**config.mk**
```make
export PLATFORM = sky130hd
export DESIGN_NAME = c_token_scanner
export DESIGN_NICKNAME = d
export VERILOG_FILES = /design/src/cts_pkg.sv /design/src/cts_front.sv /design/src/cts_queue.sv /design/src/cts_back.sv /design/src/c_token_scanner.sv
export SDC_FILE = /design/constraint.sdc
export NUM_CORES = 1
export LEC_CHECK = 0
export BUFFER_PORTS_ARGS = -buffer_cell sky130_fd_sc_hd__buf_2
export CORE_ASPECT_RATIO = 1.2
export CORE_MARGIN = 4
export CORE_UTILIZATION = 55
export DETAILED_ROUTE_END_ITERATION = 10
export PLACE_DENSITY = 0.79
export SYNTH_ARGS = -nofsm -noshare
export SYNTH_HDL_FRONTEND = slang
export SYNTH_SLANG_ARGS = --single-unit
```
**constraint.sdc**
```tcl
create_clock -name clk -period 60.8 [get_ports clk]
set_clock_uncertainty 0.2 [all_clocks]
set_input_delay 9.12 -clock clk [delete_from_list [all_inputs] [get_ports clk]]
set_output_delay 9.12 -clock clk [all_outputs]
set_load 0.05 [all_outputs]
```
**src/cts_pkg.sv**
```systemverilog
package cts_pkg;

    localparam int WORD_BYTES = 8;
    localparam int QUEUE_DEPTH = 4;
    localparam int KEYWORD_TABLE = 32;

    typedef enum logic [2:0] {
        KIND_DIRECTIVE = 3'd0,
        KIND_COMMENT   = 3'd1,
        KIND_OPERATOR  = 3'd2,
        KIND_PUNCT     = 3'd3,
        KIND_NUMBER    = 3'd4,
        KIND_IDENT     = 3'd5,
        KIND_KEYWORD   = 3'd6,
        KIND_ERROR     = 3'd7
    } kind_t;

    typedef struct packed {
        logic [7:0] ch;
        logic       end_of_text;
    } in_t;

    typedef struct packed {
        kind_t       kind;
        logic [4:0]  sub_code;
        logic [3:0]  type_size;
        logic [15:0] length;
        logic [15:0] start_row;
        logic [15:0] start_col;
        logic        last;
    } out_t;

    typedef struct packed {
        kind_t       kind;
        logic [4:0]  sub;
        logic [15:0] len;
        logic [15:0] row;
        logic [15:0] col;
    } tok_t;

    typedef struct packed {
        tok_t                    t0;
        tok_t                    t1;
        logic                    two;
        logic                    short_word;
        logic [WORD_BYTES*8-1:0] word;
    } rec_t;

    typedef struct packed {
        logic [WORD_BYTES*8-1:0] text;
        logic [3:0]              len;
        logic [3:0]              size;
    } kw_t;

    typedef struct packed {
        logic       hit;
        logic [4:0] idx;
    } lookup_t;

    function automatic logic is_dig(input logic [7:0] c);
        return c >= "0" && c <= "9";
    endfunction

    function automatic logic is_alph(input logic [7:0] c);
        return (c >= "a" && c <= "z") || (c >= "A" && c <= "Z") || c == "_";
    endfunction

    function automatic logic is_ws(input logic [7:0] c);
        return c == " " || c == 8'h0d || c == 8'h0b || c == 8'h0c || c == 8'h09
            || c == 8'h0a;
    endfunction

    function automatic lookup_t op_idx(input logic [7:0] c);
        lookup_t r;
        r.hit = 1'b1;
        case (c)
            "*": r.idx = 5'd0;
            "-": r.idx = 5'd1;
            "/": r.idx = 5'd2;
            "%": r.idx = 5'd3;
            "!": r.idx = 5'd4;
            "~": r.idx = 5'd5;
            "&": r.idx = 5'd6;
            "|": r.idx = 5'd7;
            "^": r.idx = 5'd8;
            "?": r.idx = 5'd9;
            "(": r.idx = 5'd10;
            ")": r.idx = 5'd11;
            "[": r.idx = 5'd12;
            "]": r.idx = 5'd13;
            "<": r.idx = 5'd14;
            ">": r.idx = 5'd15;
            ".": r.idx = 5'd16;
            default:
            begin
                r.hit = 1'b0;
                r.idx = 5'd0;
            end
        endcase
        return r;
    endfunction

    function automatic lookup_t pun_idx(input logic [7:0] c);
        lookup_t r;
        r.hit = 1'b1;
        case (c)
            ";": r.idx = 5'd0;
            ":": r.idx = 5'd1;
            "{": r.idx = 5'd2;
            "}": r.idx = 5'd3;
            8'h27: r.idx = 5'd4;
            8'h22: r.idx = 5'd5;
            default:
            begin
                r.hit = 1'b0;
                r.idx = 5'd0;
            end
        endcase
        return r;
    endfunction

    function automatic kw_t kw_entry(input logic [4:0] i);
        kw_t k;
        case (i)
            5'd0:  k = '{text: {"auto", 32'd0}, len: 4'd4, size: 4'd0};
            5'd1:  k = '{text: {"break", 24'd0}, len: 4'd5, size: 4'd0};
            5'd2:  k = '{text: {"case", 32'd0}, len: 4'd4, size: 4'd0};
            5'd3:  k = '{text: {"char", 32'd0}, len: 4'd4, size: 4'd1};
            5'd4:  k = '{text: {"const", 24'd0}, len: 4'd5, size: 4'd0};
            5'd5:  k = '{text: "continue", len: 4'd8, size: 4'd0};
            5'd6:  k = '{text: {"default", 8'd0}, len: 4'd7, size: 4'd0};
            5'd7:  k = '{text: {"do", 48'd0}, len: 4'd2, size: 4'd0};
            5'd8:  k = '{text: {"double", 16'd0}, len: 4'd6, size: 4'd8};
            5'd9:  k = '{text: {"else", 32'd0}, len: 4'd4, size: 4'd0};
            5'd10: k = '{text: {"enum", 32'd0}, len: 4'd4, size: 4'd2};
            5'd11: k = '{text: {"extern", 16'd0}, len: 4'd6, size: 4'd0};
            5'd12: k = '{text: {"float", 24'd0}, len: 4'd5, size: 4'd4};
            5'd13: k = '{text: {"for", 40'd0}, len: 4'd3, size: 4'd0};
            5'd14: k = '{text: {"goto", 32'd0}, len: 4'd4, size: 4'd0};
            5'd15: k = '{text: {"if", 48'd0}, len: 4'd2, size: 4'd0};
            5'd16: k = '{text: {"int", 40'd0}, len: 4'd3, size: 4'd4};
            5'd17: k = '{text: {"long", 32'd0}, len: 4'd4, size: 4'd8};
            5'd18: k = '{text: "register", len: 4'd8, size: 4'd0};
            5'd19: k = '{text: {"return", 16'd0}, len: 4'd6, size: 4'd0};
            5'd20: k = '{text: {"short", 24'd0}, len: 4'd5, size: 4'd2};
            5'd21: k = '{text: {"signed", 16'd0}, len: 4'd6, size: 4'd1};
            5'd22: k = '{text: {"sizeof", 16'd0}, len: 4'd6, size: 4'd0};
            5'd23: k = '{text: {"static", 16'd0}, len: 4'd6, size: 4'd0};
            5'd24: k = '{text: {"struct", 16'd0}, len: 4'd6, size: 4'd0};
            5'd25: k = '{text: {"switch", 16'd0}, len: 4'd6, size: 4'd0};
            5'd26: k = '{text: {"typedef", 8'd0}, len: 4'd7, size: 4'd0};
            5'd27: k = '{text: {"union", 24'd0}, len: 4'd5, size: 4'd0};
            5'd28: k = '{text: "unsigned", len: 4'd8, size: 4'd4};
            5'd29: k = '{text: {"void", 32'd0}, len: 4'd4, size: 4'd0};
            5'd30: k = '{text: "volatile", len: 4'd8, size: 4'd0};
            default: k = '{text: {"while", 24'd0}, len: 4'd5, size: 4'd0};
        endcase
        return k;
    endfunction

endpackage

```
**src/cts_front.sv**
```systemverilog
module cts_front #(
    parameter int KEYWORD_MAX_LEN = 8,
    parameter int COUNT_WIDTH = 16
) (
    input  logic         clk,
    input  logic         rst_n,
    input  cts_pkg::in_t item,
    input  logic         accept,
    output cts_pkg::rec_t rec,
    output logic         rec_valid
);
    import cts_pkg::*;

    typedef enum logic [7:0] {
        M_IDLE       = 8'b0000_0001,
        M_PENDING    = 8'b0000_0010,
        M_DIRECTIVE  = 8'b0000_0100,
        M_LINE       = 8'b0000_1000,
        M_BLOCK      = 8'b0001_0000,
        M_BLOCK_STAR = 8'b0010_0000,
        M_NUMBER     = 8'b0100_0000,
        M_IDENT      = 8'b1000_0000
    } mode_t;

    localparam logic [COUNT_WIDTH-1:0] CNT_MAX = {COUNT_WIDTH{1'b1}};

    mode_t                  mode_reg, mode_next;
    logic [COUNT_WIDTH-1:0] len_reg, len_next;
    logic [COUNT_WIDTH-1:0] trow_reg, trow_next;
    logic [COUNT_WIDTH-1:0] tcol_reg, tcol_next;
    logic [COUNT_WIDTH-1:0] crow_reg, crow_next;
    logic [COUNT_WIDTH-1:0] ccol_reg, ccol_next;
    logic [7:0]             pend_reg, pend_next;
    logic [7:0]             word_reg [WORD_BYTES];
    logic [7:0]             word_next [WORD_BYTES];

    function automatic logic [COUNT_WIDTH-1:0] sat_inc(input logic [COUNT_WIDTH-1:0] v);
        return (v == CNT_MAX) ? v : v + 1'b1;
    endfunction

    function automatic tok_t mk_tok(input kind_t k, input logic [4:0] s,
                                    input logic [COUNT_WIDTH-1:0] l,
                                    input logic [COUNT_WIDTH-1:0] r,
                                    input logic [COUNT_WIDTH-1:0] c);
        tok_t t;
        t.kind = k;
        t.sub = s;
        t.len = 16'(l);
        t.row = 16'(r);
        t.col = 16'(c);
        return t;
    endfunction

    logic       a_v, b_v, do_start;
    tok_t       a, b;
    logic [7:0] c;
    lookup_t    opl, pnl, pendl;
    logic [COUNT_WIDTH-1:0] inc_len;

    always_comb
    begin
        c = item.ch;
        opl = op_idx(c);
        pnl = pun_idx(c);
        pendl = op_idx(pend_reg);
        inc_len = sat_inc(len_reg);
        mode_next = mode_reg;
        len_next = len_reg;
        trow_next = trow_reg;
        tcol_next = tcol_reg;
        crow_next = crow_reg;
        ccol_next = ccol_reg;
        pend_next = pend_reg;
        word_next = word_reg;
        a_v = 1'b0;
        b_v = 1'b0;
        a = '0;
        b = '0;
        do_start = 1'b0;
        if (item.end_of_text)
        begin
            a_v = 1'b1;
            case (mode_reg)
                M_PENDING: a = mk_tok(KIND_OPERATOR, pendl.idx, len_reg, trow_reg, tcol_reg);
                M_DIRECTIVE: a = mk_tok(KIND_DIRECTIVE, 5'd0, len_reg, trow_reg, tcol_reg);
                M_LINE, M_BLOCK, M_BLOCK_STAR:
                    a = mk_tok(KIND_COMMENT, 5'd0, len_reg, trow_reg, tcol_reg);
                M_NUMBER: a = mk_tok(KIND_NUMBER, 5'd0, len_reg, trow_reg, tcol_reg);
                M_IDENT: a = mk_tok(KIND_IDENT, 5'd0, len_reg, trow_reg, tcol_reg);
                default: a_v = 1'b0;
            endcase
            mode_next = M_IDLE;
            len_next = '0;
        end
        else
        begin
            case (mode_reg)
                M_DIRECTIVE, M_LINE:
                begin
                    len_next = inc_len;
                    if (c == 8'h0a)
                    begin
                        a_v = 1'b1;
                        a = mk_tok((mode_reg == M_DIRECTIVE) ? KIND_DIRECTIVE : KIND_COMMENT,
                                   5'd0, inc_len, trow_reg, tcol_reg);
                        mode_next = M_IDLE;
                        len_next = '0;
                    end
                end
                M_BLOCK:
                begin
                    len_next = inc_len;
                    if (c == "*")
                        mode_next = M_BLOCK_STAR;
                end
                M_BLOCK_STAR:
                begin
                    len_next = inc_len;
                    if (c == "/")
                    begin
                        a_v = 1'b1;
                        a = mk_tok(KIND_COMMENT, 5'd0, inc_len, trow_reg, tcol_reg);
                        mode_next = M_IDLE;
                        len_next = '0;
                    end
                    else if (c != "*")
                        mode_next = M_BLOCK;
                end
                M_NUMBER:
                begin
                    if (is_dig(c) || c == ".")
                        len_next = inc_len;
                    else
                    begin
                        a_v = 1'b1;
                        a = mk_tok(KIND_NUMBER, 5'd0, len_reg, trow_reg, tcol_reg);
                        do_start = 1'b1;
                    end
                end
                M_IDENT:
                begin
                    if (is_alph(c) || is_dig(c))
                    begin
                        if (len_reg < COUNT_WIDTH'(KEYWORD_MAX_LEN)
                            && len_reg < COUNT_WIDTH'(WORD_BYTES))
                            word_next[len_reg[2:0]] = c;
                        len_next = inc_len;
                    end
                    else
                    begin
                        a_v = 1'b1;
                        a = mk_tok(KIND_IDENT, 5'd0, len_reg, trow_reg, tcol_reg);
                        do_start = 1'b1;
                    end
                end
                M_PENDING:
                begin
                    if (pend_reg == "/" && c == "/")
                    begin
                        len_next = COUNT_WIDTH'(2);
                        mode_next = M_LINE;
                    end
                    else if (pend_reg == "/" && c == "*")
                    begin
                        len_next = COUNT_WIDTH'(2);
                        mode_next = M_BLOCK;
                    end
                    else if (pend_reg == "-" && is_dig(c))
                    begin
                        len_next = COUNT_WIDTH'(2);
                        mode_next = M_NUMBER;
                    end
                    else if (pend_reg == "*" && c == "/")
                    begin
                        a_v = 1'b1;
                        a = mk_tok(KIND_ERROR, 5'd0, len_reg, trow_reg, tcol_reg);
                        do_start = 1'b1;
                    end
                    else
                    begin
                        a_v = 1'b1;
                        a = mk_tok(KIND_OPERATOR, pendl.idx, len_reg, trow_reg, tcol_reg);
                        do_start = 1'b1;
                    end
                end
                default: do_start = 1'b1;
            endcase
            if (do_start)
            begin
                trow_next = crow_reg;
                tcol_next = ccol_reg;
                len_next = COUNT_WIDTH'(1);
                mode_next = M_IDLE;
                if (is_ws(c))
                    len_next = '0;
                else if (c == "#")
                    mode_next = M_DIRECTIVE;
                else if (c == "/" || c == "-" || c == "*")
                begin
                    mode_next = M_PENDING;
                    pend_next = c;
                end
                else if (opl.hit)
                begin
                    b_v = 1'b1;
                    b = mk_tok(KIND_OPERATOR, opl.idx, COUNT_WIDTH'(1), crow_reg, ccol_reg);
                    len_next = '0;
                end
                else if (pnl.hit)
                begin
                    b_v = 1'b1;
                    b = mk_tok(KIND_PUNCT, pnl.idx, COUNT_WIDTH'(1), crow_reg, ccol_reg);
                    len_next = '0;
                end
                else if (is_dig(c))
                    mode_next = M_NUMBER;
                else if (is_alph(c))
                begin
                    word_next[0] = c;
                    mode_next = M_IDENT;
                end
                else
                begin
                    b_v = 1'b1;
                    b = mk_tok(KIND_ERROR, 5'd0, COUNT_WIDTH'(1), crow_reg, ccol_reg);
                    len_next = '0;
                end
            end
            if (c == 8'h0a)
            begin
                crow_next = sat_inc(crow_reg);
                ccol_next = '0;
            end
            else
                ccol_next = sat_inc(ccol_reg);
        end
    end

    always_comb
    begin
        rec.t0 = a_v ? a : b;
        rec.t1 = b;
        rec.two = a_v && b_v;
        rec.short_word = len_reg <= COUNT_WIDTH'(KEYWORD_MAX_LEN);
        for (int j = 0; j < WORD_BYTES; j++)
            rec.word[(WORD_BYTES-1-j)*8 +: 8] = word_reg[j];
        rec_valid = accept && (a_v || b_v);
    end

    always_ff @(posedge clk or negedge rst_n)
    begin
        if (!rst_n)
        begin
            mode_reg <= M_IDLE;
            len_reg <= '0;
            trow_reg <= '0;
            tcol_reg <= '0;
            crow_reg <= '0;
            ccol_reg <= '0;
            pend_reg <= '0;
        end
        else if (accept)
        begin
            mode_reg <= mode_next;
            len_reg <= len_next;
            trow_reg <= trow_next;
            tcol_reg <= tcol_next;
            crow_reg <= crow_next;
            ccol_reg <= ccol_next;
            pend_reg <= pend_next;
        end
    end

    always_ff @(posedge clk)
    begin
        if (accept)
            word_reg <= word_next;
    end

endmodule

```
**src/cts_queue.sv**
```systemverilog
module cts_queue (
    input  logic          clk,
    input  logic          rst_n,
    input  logic          push,
    input  cts_pkg::rec_t wr_rec,
    input  logic          deq,
    output cts_pkg::rec_t head,
    output logic          head_valid,
    output logic          full
);
    import cts_pkg::*;

    localparam int PW = $clog2(QUEUE_DEPTH);

    rec_t          mem [QUEUE_DEPTH];
    logic [PW-1:0] rd_reg, rd_next;
    logic [PW-1:0] wr_reg, wr_next;
    logic [PW:0]   cnt_reg, cnt_next;
    logic          do_push, do_pop;

    always_comb
    begin
        do_push = push && !full;
        do_pop = deq && head_valid;
        rd_next = rd_reg + PW'(do_pop);
        wr_next = wr_reg + PW'(do_push);
        cnt_next = cnt_reg + (PW+1)'(do_push) - (PW+1)'(do_pop);
        full = cnt_reg == (PW+1)'(QUEUE_DEPTH);
        head_valid = cnt_reg != '0;
        head = mem[rd_reg];
    end

    always_ff @(posedge clk or negedge rst_n)
    begin
        if (!rst_n)
        begin
            rd_reg <= '0;
            wr_reg <= '0;
            cnt_reg <= '0;
        end
        else
        begin
            rd_reg <= rd_next;
            wr_reg <= wr_next;
            cnt_reg <= cnt_next;
        end
    end

    always_ff @(posedge clk)
    begin
        if (do_push)
            mem[wr_reg] <= wr_rec;
    end

    a_cnt_bound: assert property (@(posedge clk) disable iff (!rst_n)
        cnt_reg <= (PW+1)'(QUEUE_DEPTH))
        else $error("queue count exceeds depth");

    a_ptr_gap: assert property (@(posedge clk) disable iff (!rst_n)
        (cnt_reg != (PW+1)'(QUEUE_DEPTH)) |-> (PW'(wr_reg - rd_reg) == cnt_reg[PW-1:0]))
        else $error("queue pointers disagree with count");

    a_push_grows: assert property (@(posedge clk) disable iff (!rst_n)
        (do_push && !do_pop) |=> (cnt_reg == $past(cnt_reg) + 1'b1))
        else $error("queue push lost");

endmodule

```
**src/cts_back.sv**
```systemverilog
module cts_back #(
    parameter int KEYWORD_COUNT = 32
) (
    input  logic          clk,
    input  logic          rst_n,
    input  cts_pkg::rec_t head,
    input  logic          head_valid,
    output logic          deq,
    output cts_pkg::out_t result,
    output logic          empty,
    input  logic          pop
);
    import cts_pkg::*;

    logic    sel_reg, sel_next;
    tok_t    t;
    kw_t     kw;
    logic    hit, m;
    logic [4:0] hit_idx;
    logic [3:0] hit_size;

    always_comb
    begin
        t = sel_reg ? head.t1 : head.t0;
        hit = 1'b0;
        hit_idx = '0;
        hit_size = '0;
        for (int i = 0; i < KEYWORD_TABLE; i++)
        begin
            kw = kw_entry(5'(i));
            m = (i < KEYWORD_COUNT) && head.short_word && (t.len == 16'(kw.len));
            for (int j = 0; j < WORD_BYTES; j++)
                if (4'(j) < kw.len
                    && head.word[(WORD_BYTES-1-j)*8 +: 8] != kw.text[(WORD_BYTES-1-j)*8 +: 8])
                    m = 1'b0;
            if (m && !hit)
            begin
                hit = 1'b1;
                hit_idx = 5'(i);
                hit_size = kw.size;
            end
        end
        result.kind = t.kind;
        result.sub_code = t.sub;
        result.type_size = '0;
        if (t.kind == KIND_IDENT && hit && !sel_reg)
        begin
            result.kind = KIND_KEYWORD;
            result.sub_code = hit_idx;
            result.type_size = hit_size;
        end
        result.length = t.len;
        result.start_row = t.row;
        result.start_col = t.col;
        result.last = sel_reg || !head.two;
        empty = !head_valid;
        deq = pop && head_valid && result.last;
        sel_next = sel_reg;
        if (pop && head_valid)
            sel_next = !result.last;
    end

    always_ff @(posedge clk or negedge rst_n)
    begin
        if (!rst_n)
            sel_reg <= 1'b0;
        else
            sel_reg <= sel_next;
    end

    a_sel_pair: assert property (@(posedge clk) disable iff (!rst_n)
        sel_reg |-> (head_valid && head.two))
        else $error("second token selected without a pair");

    a_deq_last: assert property (@(posedge clk) disable iff (!rst_n)
        deq |-> result.last)
        else $error("record retired before its last token");

    a_second_after_first: assert property (@(posedge clk) disable iff (!rst_n)
        (pop && head_valid && !result.last) |=> sel_reg)
        else $error("second token of a pair skipped");

endmodule

```
**src/c_token_scanner.sv**
```systemverilog
// Byte-serial C lexer. Source bytes enter on the item port (push/full), one
// item per cycle while full is low; end_of_text set closes any open token
// instead of a byte. Token records leave on the result port (empty/pop) in
// source order; the last field marks the final record from one input item.
// A byte that closes a token passes through the queue: the front scanner
// classifies it in the accept cycle and writes a record of up to two tokens
// into a four-entry queue, whose head the back end decodes (keyword lookup)
// and presents directly. Throughput is one byte per cycle while full is low;
// a byte giving two tokens takes two pops to drain, so sustained input is
// one item per cycle as long as results are popped at least as fast as they
// arise. When the receiver stalls, the queue fills and full rises once four
// records wait; bytes that produce no token are also held off while full.
// Reset clears the scanner to idle between tokens with row and column zero,
// and empties the queue.
module c_token_scanner #(
    parameter int KEYWORD_COUNT = 32,
    parameter int KEYWORD_MAX_LEN = 8,
    parameter int COUNT_WIDTH = 16
) (
    input  logic          clk,
    input  logic          rst_n,
    input  cts_pkg::in_t  item,
    input  logic          push,
    output logic          full,
    output cts_pkg::out_t result,
    output logic          empty,
    input  logic          pop
);
    import cts_pkg::*;

    rec_t rec, head;
    logic rec_valid, head_valid, deq, accept;

    assign accept = push && !full;

    cts_front #(
        .KEYWORD_MAX_LEN(KEYWORD_MAX_LEN),
        .COUNT_WIDTH(COUNT_WIDTH)
    ) u_front (
        .clk(clk),
        .rst_n(rst_n),
        .item(item),
        .accept(accept),
        .rec(rec),
        .rec_valid(rec_valid)
    );

    cts_queue u_queue (
        .clk(clk),
        .rst_n(rst_n),
        .push(rec_valid),
        .wr_rec(rec),
        .deq(deq),
        .head(head),
        .head_valid(head_valid),
        .full(full)
    );

    cts_back #(
        .KEYWORD_COUNT(KEYWORD_COUNT)
    ) u_back (
        .clk(clk),
        .rst_n(rst_n),
        .head(head),
        .head_valid(head_valid),
        .deq(deq),
        .result(result),
        .empty(empty),
        .pop(pop)
    );

endmodule
```
==> run metrics <==
starting density of the core 55.45%; number of antenna violations at the first check in global routing 3; height of the die 287.5 µm; area used by multi-input combinational logic 11290 µm²; number of buffers inserted by post-CTS setup repair 0; share of power burned in the clock network 27.3%; leak pwr 13.46 nW; Yosys top cell area share 59.71%; fillers 4646; drt via density 6.562; largest reg by FF count u_queue.mem; number of placement rows 102; fraction of final layout cells sized beyond drive strength 1 19.03%; count of antenna-violating nets left after detailed routing 0; Clock Pin Slew Worst Setup and Hold Paths 0.07 ns; library cells used by synthesis 89; net switching component of the power 0.6436 mW; number of buffers on the longest clock path 3; Pre-Repair DR Iteration Count 6; Comb power frac 33.3%; Warnings, synthesis 0; type of the setup path with the least slack register to output port; number of port buffers 75; placed cell count 3249; Finished Layout Cells 3387; Final WS setup 45.17 ns; area of the core 64580 µm²; proportion of power drawn by flip-flops and latches 39.3%; Yosys reg bits 816; Post-Place Worst Slack 45.84 ns; Max rail drop VDD 0.00003494 V; biggest area contributors in the synthesized netlist sky130_fd_sc_hd__edfxtp_1 60%, sky130_fd_sc_hd__mux4_2 8.7%, sky130_fd_sc_hd__dfrtp_1 7.2%, sky130_fd_sc_hd__nand2_1 2.7%, sky130_fd_sc_hd__mux2_2 2.4%; footprint of the flip-flops and latches 23990 µm²; number of flip-flops in the largest register 648; internal portion of total power 1.108 mW; PwrDens 44.13 nW/µm²; Hold Path Class register to register; max-slew violation total from the final report 0; clock root cell sky130_fd_sc_hd__clkbuf_16; kind of capture point of the worst setup path output port; Final Hold Fails 0; WL per Instance 29.02 µm; cells after synthesis 2405; DRT iter0 DRCs 2482; wire length of the first global-routing pass 147200 µm; slew at the pin closest to its max-slew limit 1.207 ns; clock sink total 816; setup repair after global routing missed its margin false; combined global-route utilization of all metal layers 28.71%; most frequently used cell type in the post-synthesis netlist sky130_fd_sc_hd__edfxtp_1; cell area after synthesis 35810 µm²; min cycle time layout 15.63 ns; most used standard cells in the synthesized netlist 712 x sky130_fd_sc_hd__edfxtp_1, 255 x sky130_fd_sc_hd__nand2_1, 149 x sky130_fd_sc_hd__nor2_1; routability congestion estimate 1.059; GRT Residual Overflow 0; fraction of synthesis flops using an asynchronous set or reset pin 12.75%; Total Nets Final 2515; final worst-path cycle share 25.70%; pin count of the biggest net entering global routing 101; number of global-route vias before repair 22750; layout-stage area growth over the synthesis result 10.86%; hpwl dp 66360 µm; number of top-level design ports 76; WL final 98280 µm; highest clock frequency the design can meet 63.99 MHz; cell accounting for the most synthesized area sky130_fd_sc_hd__edfxtp_1; Post-synth EDFFs 712; Maximum Capacitance Violations 0; Post-synth top flop sky130_fd_sc_hd__edfxtp_1; CTS tree yes; TritonCTS buffer count 74; # DRC 0; register area share after synthesis 66.98%; floorplan die area 69270 µm²; net switching share of the total power 36.74%; run status finished clean; via total after detailed routing 22230; headroom to the max-slew limit 17.25%; x dimension of the die 240.9 µm; CTS Hold Buffers Added 0; Clock Latency Late Sink 0.63 ns; element type at the critical path start register; number of gates given a new drive strength after cts 0; maximum level of the CTS H-tree 3; aggregate negative setup slack 0 ns; Synth Area per Inst 14.89 µm²; Max Fanout on Critical Path 55; total of endpoints with negative setup slack in the final report 0; Synth Net Count 2427; worst path required time 51.48 ns; arrival time of the worst setup path 6.31 ns
worst paths after layout:
path	startpoint	to	slack (ns)	depth (start not counted)
max in group asynchronous	rst_n	u_front.len_reg[1]	50.82	2
min	register	u_queue.mem[0][34]	0.26	0
max	u_queue.rd_reg[1]	result[54]	45.17	13
max reg2reg	u_front.mode_reg[2]	u_queue.mem[2][8]	55.55	12
min reg2reg	register	u_queue.mem[0][34]	0.26	0
min in group asynchronous	rst_n	u_front.trow_reg[8]	8.31	1
power groups by stage:
stage / combinational (mW) / sequential, mW / clock (mW)
after floorplan: 0.412 / 0.700 / 0
final: 0.584 / 0.689 / 0.478
after global routing: 0.614 / 0.694 / 0.511
after detailed placement: 0.581 / 0.701 / 0
after global placement: 0.580 / 0.696 / 0
after CTS: 0.584 / 0.690 / 0.486
cell type report:
| class | count | area share [%] |
|---|---|---|
| multi-input cells | 1453 | 28.44 |
| repair buffers | 119 | 1.815 |
| inverters | 29 | 0.2742 |
| clock buffers | 96 | 4.948 |
| clock inverters | 41 | 1.456 |
| well taps | 832 | 2.622 |
| flip-flops and latches | 816 | 60.44 |
| diodes | 1 | 0.006304 |
stage by stage:
stage / instance area (µm²) / util (%) / power (mW) / hold slack (ns)
floorplan: 35810 / - / 1.111 / 0.2587
global placement: 37150 / 57.53 / 1.276 / 0.2642
detailed placement: 37150 / 57.53 / 1.282 / 0.2794
CTS: 39690 / 61.47 / 1.759 / 0.2584
global route: 39690 / 61.47 / 1.819 / 0.3055
finish: 39700 / 61.47 / 1.752 / 0.2645
layer usage:
metal,part of all wire [%],GRT usage [%]
met1,36,35.17
met2,52,49.88
met3,7.1,4.906
met4,5.1,13.49
met5,0.027,0
critical path: stages, from the launching register on:
cell and delay [ns]:
sky130_fd_sc_hd__dfrtp_4 0.92, sky130_fd_sc_hd__buf_4 0.73, sky130_fd_sc_hd__mux4_2 0.34, sky130_fd_sc_hd__nand2_1 0.24, sky130_fd_sc_hd__inv_1 0.42, sky130_fd_sc_hd__nor2_1 0.09
sky130_fd_sc_hd__nand4_1 0.36, sky130_fd_sc_hd__inv_1 0.17, sky130_fd_sc_hd__a41oi_1 0.50, sky130_fd_sc_hd__o31ai_1 0.14, sky130_fd_sc_hd__or4b_1 0.59, sky130_fd_sc_hd__o41ai_4 0.51
sky130_fd_sc_hd__mux2i_1 0.31, sky130_fd_sc_hd__buf_2 0.31
cells in the final DEF (no fill, tap or decap), drive strengths merged, types with 11 or more instances in the layout:
cell,synthesis,routed
nand2b,27,27
xor2,21,21
mux2i,19,19
buf,35,119
o31ai,24,24
nor3b,15,15
clkinv,1,26
a31oi,12,12
nor4b,12,12
nor2b,31,31
dfrtp,103,103
and4,11,11
or3,13,13
mux2,76,76
a21oi,47,47
nor2,150,150
nand4,72,72
xnor2,18,18
and4b,11,11
and2,70,70
nor4,45,45
nand3,76,76
edfxtp,712,712
nand2,257,257
inv,28,30
mux4,138,138
nor3,69,69
and3,21,21
nand4b,24,24
clkbuf,72,96
o21ai,61,61
cells by family (layout without fill, tap and decap cells):
group                      count (synthesis)  in the layout  synth area share [%]
and+or+nand+nor                          946            946                 14.23
DFF                                      816            816                 66.98
muxes                                    233            233                 11.60
AOI/OAI and AO/OA                        226            226                 4.218
buffers and inverters                    136            285                 1.684
xor gates and xnor gates                  39             39                0.9540
adders and majority gates                  9              9                0.3355
other                                      0              1                     0
Note: power is estimated with default switching activity, not from simulation.
